File: src/design/jasd_pkg.sv
// ----------------------------------------------------------------------------
// jasd_pkg: shared types and constants of the stream deframer
// Holds the parse phase encoding, frame kinds, marker bytes and the result
// record passed from the step logic to the output register.
// ----------------------------------------------------------------------------
`timescale 1ns / 1ps
`default_nettype none

package jasd_pkg;

    localparam int LINE_MAX_DEF  = 510;
    localparam int AUDIO_MAX_DEF = 512;

    localparam int BYTE_W = 8;
    localparam int LEN_W  = 16;
    localparam int KIND_W = 2;

    localparam logic [BYTE_W-1:0] OPEN_BRACE = 8'h7B;
    localparam logic [BYTE_W-1:0] AUDIO_MARK = 8'hAA;
    localparam logic [BYTE_W-1:0] NEWLINE    = 8'h0A;

    typedef enum logic [2:0] {
        PH_IDLE   = 3'd0,
        PH_TEXT   = 3'd1,
        PH_LEN_LO = 3'd2,
        PH_LEN_HI = 3'd3,
        PH_DATA   = 3'd4
    } phase_t;

    typedef enum logic [KIND_W-1:0] {
        KIND_TEXT  = 2'd0,
        KIND_AUDIO = 2'd1,
        KIND_EOS   = 2'd2
    } kind_t;

    typedef struct packed {
        logic [LEN_W-1:0] length;
        logic [LEN_W-1:0] position;
    } chunk_t;

    typedef struct packed {
        logic              emit;
        kind_t             kind;
        logic [BYTE_W-1:0] data;
        logic              data_valid;
        logic              frame_end;
    } result_t;

endpackage

`default_nettype wire

File: src/design/jasd_step.sv
// ----------------------------------------------------------------------------
// jasd_step: per-byte phase decision of the stream deframer
// Computes the next parser state and the optional result for one received
// byte from the current state.
// ----------------------------------------------------------------------------
`timescale 1ns / 1ps
`default_nettype none

module jasd_step #(
    parameter int LINE_MAX  = jasd_pkg::LINE_MAX_DEF,
    parameter int AUDIO_MAX = jasd_pkg::AUDIO_MAX_DEF,
    parameter int LINE_W    = $clog2(LINE_MAX + 1)
) (
    input  wire logic [jasd_pkg::BYTE_W-1:0] rx_byte,
    input  wire jasd_pkg::phase_t            phase,
    input  wire logic [LINE_W-1:0]           line_count,
    input  wire jasd_pkg::chunk_t            chunk,
    output jasd_pkg::phase_t                 phase_next,
    output logic [LINE_W-1:0]                line_count_next,
    output jasd_pkg::chunk_t                 chunk_next,
    output jasd_pkg::result_t                result
);

    logic [jasd_pkg::LEN_W-1:0] pos_inc;
    logic [jasd_pkg::LEN_W-1:0] len_full;
    logic                       keep;
    logic                       last;

    assign pos_inc  = chunk.position + 1'b1;
    assign len_full = {rx_byte, chunk.length[jasd_pkg::BYTE_W-1:0]};
    assign keep     = chunk.position < jasd_pkg::LEN_W'(AUDIO_MAX);
    assign last     = pos_inc >= chunk.length;

    always_comb begin
        phase_next        = phase;
        line_count_next   = line_count;
        chunk_next        = chunk;
        result.emit       = 1'b0;
        result.kind       = jasd_pkg::KIND_TEXT;
        result.data       = '0;
        result.data_valid = 1'b0;
        result.frame_end  = 1'b0;
        unique case (phase)
            jasd_pkg::PH_TEXT: begin
                result.emit = 1'b1;
                if (rx_byte == jasd_pkg::NEWLINE || line_count >= LINE_W'(LINE_MAX)) begin
                    line_count_next  = '0;
                    phase_next       = jasd_pkg::PH_IDLE;
                    result.frame_end = 1'b1;
                end else begin
                    line_count_next   = line_count + 1'b1;
                    result.data       = rx_byte;
                    result.data_valid = 1'b1;
                end
            end
            jasd_pkg::PH_LEN_LO: begin
                chunk_next.length = {{(jasd_pkg::LEN_W-jasd_pkg::BYTE_W){1'b0}}, rx_byte};
                phase_next        = jasd_pkg::PH_LEN_HI;
            end
            jasd_pkg::PH_LEN_HI: begin
                chunk_next.length   = len_full;
                chunk_next.position = '0;
                if (len_full == '0) begin
                    phase_next       = jasd_pkg::PH_IDLE;
                    result.emit      = 1'b1;
                    result.kind      = jasd_pkg::KIND_EOS;
                    result.frame_end = 1'b1;
                end else begin
                    phase_next = jasd_pkg::PH_DATA;
                end
            end
            jasd_pkg::PH_DATA: begin
                chunk_next.position = pos_inc;
                if (last) begin
                    phase_next = jasd_pkg::PH_IDLE;
                end
                result.kind      = jasd_pkg::KIND_AUDIO;
                result.emit      = keep || last;
                result.frame_end = last;
                if (keep) begin
                    result.data       = rx_byte;
                    result.data_valid = 1'b1;
                end
            end
            default: begin
                phase_next = jasd_pkg::PH_IDLE;
                if (rx_byte == jasd_pkg::OPEN_BRACE) begin
                    line_count_next   = LINE_W'(1);
                    phase_next        = jasd_pkg::PH_TEXT;
                    result.emit       = 1'b1;
                    result.data       = rx_byte;
                    result.data_valid = 1'b1;
                end else if (rx_byte == jasd_pkg::AUDIO_MARK) begin
                    phase_next = jasd_pkg::PH_LEN_LO;
                end
            end
        endcase
    end

endmodule

`default_nettype wire

File: src/design/json_audio_stream_deframer.sv
// ----------------------------------------------------------------------------
// json_audio_stream_deframer: splits a byte stream into text lines and audio
// Text lines open with a brace and close on a newline or at the length limit.
// Audio chunks open with a marker byte and a little-endian 16-bit length.
// ----------------------------------------------------------------------------
//  Channel   Direction  Ports                                        Content
//  s_        in         s_valid s_ready s_rx_byte                    link byte
//  m_        out        m_valid m_ready m_frame_kind m_data_byte     result
//                       m_data_valid m_frame_end
//
//  One byte is accepted per cycle while s_ready is high; its result, if any,
//  is written to the output register in the following cycle. Reset returns
//  the parser to idle with all counters clear.
//  A pending result stalls input only while m_ready is low.
// ----------------------------------------------------------------------------
`timescale 1ns / 1ps
`default_nettype none

module json_audio_stream_deframer #(
    parameter int LINE_MAX  = jasd_pkg::LINE_MAX_DEF,
    parameter int AUDIO_MAX = jasd_pkg::AUDIO_MAX_DEF
) (
    input  wire logic                              aclk,
    input  wire logic                              aresetn,
    input  wire logic                              s_valid,
    output logic                                   s_ready,
    input  wire logic [jasd_pkg::BYTE_W-1:0]       s_rx_byte,
    output logic                                   m_valid,
    input  wire logic                              m_ready,
    output logic [jasd_pkg::KIND_W-1:0]            m_frame_kind,
    output logic [jasd_pkg::BYTE_W-1:0]            m_data_byte,
    output logic                                   m_data_valid,
    output logic                                   m_frame_end
);

    localparam int LINE_W = $clog2(LINE_MAX + 1);

    jasd_pkg::phase_t  phase_reg, phase_next;
    logic [LINE_W-1:0] line_count_reg, line_count_next;
    jasd_pkg::chunk_t  chunk_reg, chunk_next;
    jasd_pkg::result_t step_result;
    jasd_pkg::result_t out_reg;
    logic              m_valid_reg, m_valid_next;
    logic              in_xfer;

    assign s_ready = !m_valid_reg || m_ready;
    assign in_xfer = s_valid && s_ready;

    jasd_step #(
        .LINE_MAX  (LINE_MAX),
        .AUDIO_MAX (AUDIO_MAX),
        .LINE_W    (LINE_W)
    ) u_step (
        .rx_byte         (s_rx_byte),
        .phase           (phase_reg),
        .line_count      (line_count_reg),
        .chunk           (chunk_reg),
        .phase_next      (phase_next),
        .line_count_next (line_count_next),
        .chunk_next      (chunk_next),
        .result          (step_result)
    );

    always_comb begin
        m_valid_next = m_valid_reg && !m_ready;
        if (in_xfer && step_result.emit) begin
            m_valid_next = 1'b1;
        end
    end

    always_ff @(posedge aclk) begin
        if (!aresetn) begin
            phase_reg      <= jasd_pkg::PH_IDLE;
            line_count_reg <= '0;
            chunk_reg      <= '0;
            m_valid_reg    <= 1'b0;
        end else begin
            m_valid_reg <= m_valid_next;
            if (in_xfer) begin
                phase_reg      <= phase_next;
                line_count_reg <= line_count_next;
                chunk_reg      <= chunk_next;
            end
        end
    end

    always_ff @(posedge aclk) begin
        if (in_xfer && step_result.emit) begin
            out_reg <= step_result;
        end
    end

    assign m_valid      = m_valid_reg;
    assign m_frame_kind = out_reg.kind;
    assign m_data_byte  = out_reg.data;
    assign m_data_valid = out_reg.data_valid;
    assign m_frame_end  = out_reg.frame_end;

    // A result without a data byte always closes a line, chunk or stream.
    assert property (@(posedge aclk) disable iff (!aresetn)
        m_valid_reg && !out_reg.data_valid |-> out_reg.frame_end)
        else $error("data-less result without frame end");

    // End of stream never carries a data byte.
    assert property (@(posedge aclk) disable iff (!aresetn)
        m_valid_reg && out_reg.kind == jasd_pkg::KIND_EOS |-> !out_reg.data_valid)
        else $error("end of stream carries data");

    // The line counter stays within the limit and is clear outside a line.
    assert property (@(posedge aclk) disable iff (!aresetn)
        line_count_reg <= LINE_W'(LINE_MAX))
        else $error("line counter beyond limit");

    assert property (@(posedge aclk) disable iff (!aresetn)
        phase_reg != jasd_pkg::PH_TEXT |-> line_count_reg == '0)
        else $error("line counter set outside a text line");

endmodule

`default_nettype wire
File: config.mk
export PLATFORM = sky130hd
export DESIGN_NAME = json_audio_stream_deframer
export DESIGN_NICKNAME = d
export VERILOG_FILES = /design/src/design/jasd_pkg.sv /design/src/design/jasd_step.sv /design/src/design/json_audio_stream_deframer.sv
export SDC_FILE = /design/constraint.sdc
export NUM_CORES = 1
export LEC_CHECK = 0
export BUFFER_PORTS_ARGS = -buffer_cell sky130_fd_sc_hd__buf_2
export CELL_PAD_IN_SITES_DETAIL_PLACEMENT = 1
export CELL_PAD_IN_SITES_GLOBAL_PLACEMENT = 1
export CORE_ASPECT_RATIO = 2
export CORE_MARGIN = 4
export CORE_UTILIZATION = 39
export CTS_BUF_LIST = sky130_fd_sc_hd__clkbuf_2
export DETAILED_ROUTE_END_ITERATION = 10
export MAX_ROUTING_LAYER = met4
export PLACE_DENSITY_LB_ADDON = 0.1
export SYNTH_ARGS = -nofsm -noshare
export SYNTH_HDL_FRONTEND = slang
export SYNTH_HIERARCHICAL = 1
export SYNTH_SLANG_ARGS = --single-unit
File: constraint.sdc
create_clock -name aclk -period 6.93 [get_ports aclk]
set_input_delay 1.386 -clock aclk [delete_from_list [all_inputs] [get_ports aclk]]
set_output_delay 1.386 -clock aclk [all_outputs]
set_load 0.01 [all_outputs]
Word level (Yosys, flattened, before mapping) --
Cells that the tools add are included.
Word-level totals: register bits after elaboration 57, input bits 12, output and inout bits 14, word-level logic and storage cells 68
Cells by class: $add $sub $neg 2, $lt $le $gt $ge 3, eq/ne operators 9, multiplexer cells 23, bitwise logic cells 2, reductions and logical operators 19
Operator list (count):
- $pmux W16 S2 | 2
- $mux W9 | 5
- $pmux W9 S3 | 1
- $pmux W9 S2 | 1
- $add A16 B1 Y16 const B | 1
- $ge A16 B16 Y1 | 1
- $logic_not A16 Y1 | 1
- $lt A16 B10 Y1 const B | 1
- $mux W3 | 5
- $pmux W3 S4 | 1
- $add A9 B1 Y9 const B | 1
- $ge A9 B9 Y1 const B | 1
- $reduce_and A3 Y1 | 3
- $eq A8 B4 Y1 const B | 1
- $eq A8 B7 Y1 const B | 1
- $eq A8 B8 Y1 const B | 1
- $eq A3 B2 Y1 const B | 2
- $reduce_bool A2 Y1 | 3
- $mux W1 | 4
- $ne A2 B1 Y1 const B | 2
- $pmux W1 S4 | 1
- $pmux W2 S2 | 1
- $reduce_and A2 Y1 | 2
- $eq A3 B1 Y1 const B | 1
- other kinds (9) | 15

Logic depth before layout (Yosys ltp) --
word-level depth 6, depth in mapped cells 13, mapped depth without buffers 13

Hierarchy --
Netlist, hierarchy kept.
By module, submodules not included:
- json_audio_stream_deframer | instances 1, cells an instance 209, area an instance 2214.6 um^2, seq. area each 1261.2 um^2
- jasd_step | instances 1, cells an instance 282, area an instance 1720.4 um^2, seq. area each 0.0 um^2

Least setup slack after synthesis --
Ideal clock, no wire load.
kind input to register, from in s_rx_byte[0] in the netlist's numbering, to reg out_reg, in the netlist m_data_byte[0] (enable), setup time 0.382 ns, arrival 3.239 ns, required time 6.548 ns, path slack 3.309 ns, stages 7, buffers on the path 0, path through or3_4 -> or4_1 -> o21ai_1 -> a21o_1 -> o21a_1 -> nand2_1 -> nor2b_1
RTL lines:
- start: declaration | RTL line json_audio_stream_deframer.sv:27 | input wire logic [jasd_pkg::BYTE_W-1:0] s_rx_byte,
- end signal: assignment | RTL line json_audio_stream_deframer.sv:89 | out_reg <= step_result;
- end: declaration | RTL line json_audio_stream_deframer.sv:42 | jasd_pkg::result_t out_reg;

==> results.ini <==
[hold_path]
hold_path_class=reg -> reg

[sta]
max_freq_ghz=0.2479
min_period_over_period_pct=58.22
fin_tns_setup_ns=0
holdWs_ns=0.4865
fin_crit_ns=4.035
tightest_slew_ns=1.071
max-slew-margin-rel_pct=28.61
setup_viol=0
maxSlewViolCount=0
hold_violations=0
skew_ns=0.01196
grt_setup_unrepaired=false

[yosys]
syn_inst=491
ys_seq_area_share_pct=32.05
synth.most_common_cell=nand2_1
ys_top_cells_by_count=133 x nand2_1, 45 x dfxtp_1, 45 x mux2i_1, 32 x o21ai_0, 24 x inv_1
synth.top_cell.area_share_pct=22.89
ys_ff_latch=57
yosysTopAreaCell=dfxtp_1
ys_warn_count=6
async_flop_share_pct=0
avgSynthCellArea_um2=8.014
netlist-cell-type-count=53
synth_area_leaders=dfxtp_1 23%, nand2_1 13%, mux2i_1 11%, edfxtp_1 9.2%, ha_1 6.0%
ys.flop_type=dfxtp_1
synth_edf_count=12
syn_nets=522
synth_area_um2=3935

[setup_path]
cp_slowest_stage_delay_ns=0.70
arrival_ns=4.20
critPathTopFamily=simple AND/OR/NAND/NOR gates
cp_cell_sequence=ha_1, nand4_1, nor4b_1, xor2_1, ha_1, nand4_1, nor4_1, o211ai_1, o211ai_1, o21a_1, nand2_1, nor2b_1
worst-path-buf-inv=0
critPathKind=reg -> reg
start_kind=flop
worstPathRequired_ns=7.10
end_kind=flop
slowest_stage=nor2b_1
cp_max_fo=12

[clock_network]
post_cts_resize_count=0
numCtsBuffers=9
htree_num_levels=3
clock_path_buffers=2
hold_buffers=0
root_buffer=clkbuf_2
clkSlewWorstSetupHoldPaths_ns=0.19
clock_sinks=57
cts_setup_buffers=0
cts_tree=built
clock_latency_ns=0.51

[power]
p_per_area_nw_per_um2=145.0
power_leakage_nw=1.600
peakVddDrop_mv=0.1016

[die]
initial_utilization_pct=40.04
core_um2=9827
die_h_um=150.1
die_area_um2=11860
rows=51
dieWidth_um=79.03
ios=26

[cells_and_area]
ff_latch_area_um2=1261
instances_no_fill=642
fillers=1294
largest_reg_flops=32
multi_input_area_um2=2395
fin_area_um2=4185
finalNetCount=535
drive_above_1_share_pct=10.81
syn_to_final_growth_pct=6.359

[detailed_routing]
avgViaCountPerCell=5.427
post-route-drc-count=0
routed_wl_mm=11.10
wire_per_inst_um=17.28
antenna_left=0
first_pass_iters=4
vias=3484
first_iter_violations=178

[global_routing]
grt_antenna_before_repair=1
grt_pass1_wl_mm=17.75
grt.total_usage_pct=20.01
grt_pass1_vias=3628
gr-total-overflow=0
grt_max_degree=90

[status]
run_status=finished, final reports clean

[run]
cap_violations=0

[placed_design]
gp_congestion=0.7742
place_area_um2=4059
port-buffer-count=25
placed_cells=625
hpwl_mm=8.138

cell usage in the layout, fill, tap and decap left out, drive strengths merged, types with 3 or more instances in the layout:
cell,instances
nor2,19
xnor2,9
clkinvlp,3
dfxtp,45
o21ai,33
edfxtp,12
a21o,3
mux2i,45
nor2b,3
a22o,9
nor3,5
a31oi,7
ha,19
inv,26
nand2b,8
and2,9
nor4,8
nand4,6
clkbuf,9
xor2,6
nand2,133
a21oi,15
o21a,3
buf,28
nand3,15
per-stage QoR:
stage	utilization, %	total power [W]	setup WS (ns)
2_1_floorplan	-	0.0003736	3.309
3_3_place_gp	41.30	0.0003795	2.979
3_5_place_dp	41.30	0.0003800	2.875
4_1_cts	42.56	0.0006173	2.850
5_1_grt	42.59	0.0006334	2.283
6_report	42.59	0.0006067	2.895
where the power goes:
part	internal (W)	leakage, nW	switching [W]
clock	0.0000859	0.0651	0.000148
sequential	0.000338	0.473	0.000000280
combinational	0.0000109	1.06	0.0000232
cells by family (layout without fill, tap and decap cells):
family / Yosys count / count (layout) / share of synthesized area (%)
adders and majority gates: 20 / 20 / 6.296
xor gates and xnor gates: 15 / 15 / 3.339
AOI/OAI and AO/OA: 86 / 86 / 13.86
DFF: 57 / 57 / 32.05
and+or+nand+nor: 217 / 217 / 25.63
muxes: 46 / 46 / 11.73
other: 0 / 1 / 0
buffers and inverters: 50 / 68 / 7.091
worst min-delay path, delay by kind of cell (launching register included):
kind | cells | cell delay, ns
flip-flops | 1 | 0.36
AND/OR/NAND/NOR | 1 | 0.06
multiplexers | 1 | 0.05
cell type report:
cell class                      count  share of cell area (%)
Multi-Input combinational cell    384                   57.22
Sequential cell                    57                   30.13
Tap cell                          132                   3.946
Timing Repair Buffer               28                   3.528
Inverter                           24                   2.152
Clock inverter                      7                   1.883
Clock buffer                        9                   1.076
Antenna cell                        1                 0.05979
worst paths after layout:
| kind | startpoint | endpoint | slack (ns) | cells past startpoint |
|---|---|---|---|---|
| max reg2reg | chunk_reg[0]$_SDFFE_PN0P_ | m_frame_kind[1]$_DFFE_PP_ | 2.90 | 12 |
| min | chunk_reg[22]$_SDFFE_PN0P_ | chunk_reg[22]$_SDFFE_PN0P_ | 0.49 | 2 |
| max | chunk_reg[0]$_SDFFE_PN0P_ | m_frame_kind[1]$_DFFE_PP_ | 2.90 | 12 |
| min reg2reg | chunk_reg[22]$_SDFFE_PN0P_ | chunk_reg[22]$_SDFFE_PN0P_ | 0.49 | 2 |
per-layer routing:
metal	global-route usage (%)	wire length (um)	vias up
met3	3.012	218	18
met1	18.84	4265	1707
met4	8.520	312	0
met5	-	0	-
li1	-	-	1722
met2	38.89	6300	37
(Power assumes the default switching activity.)
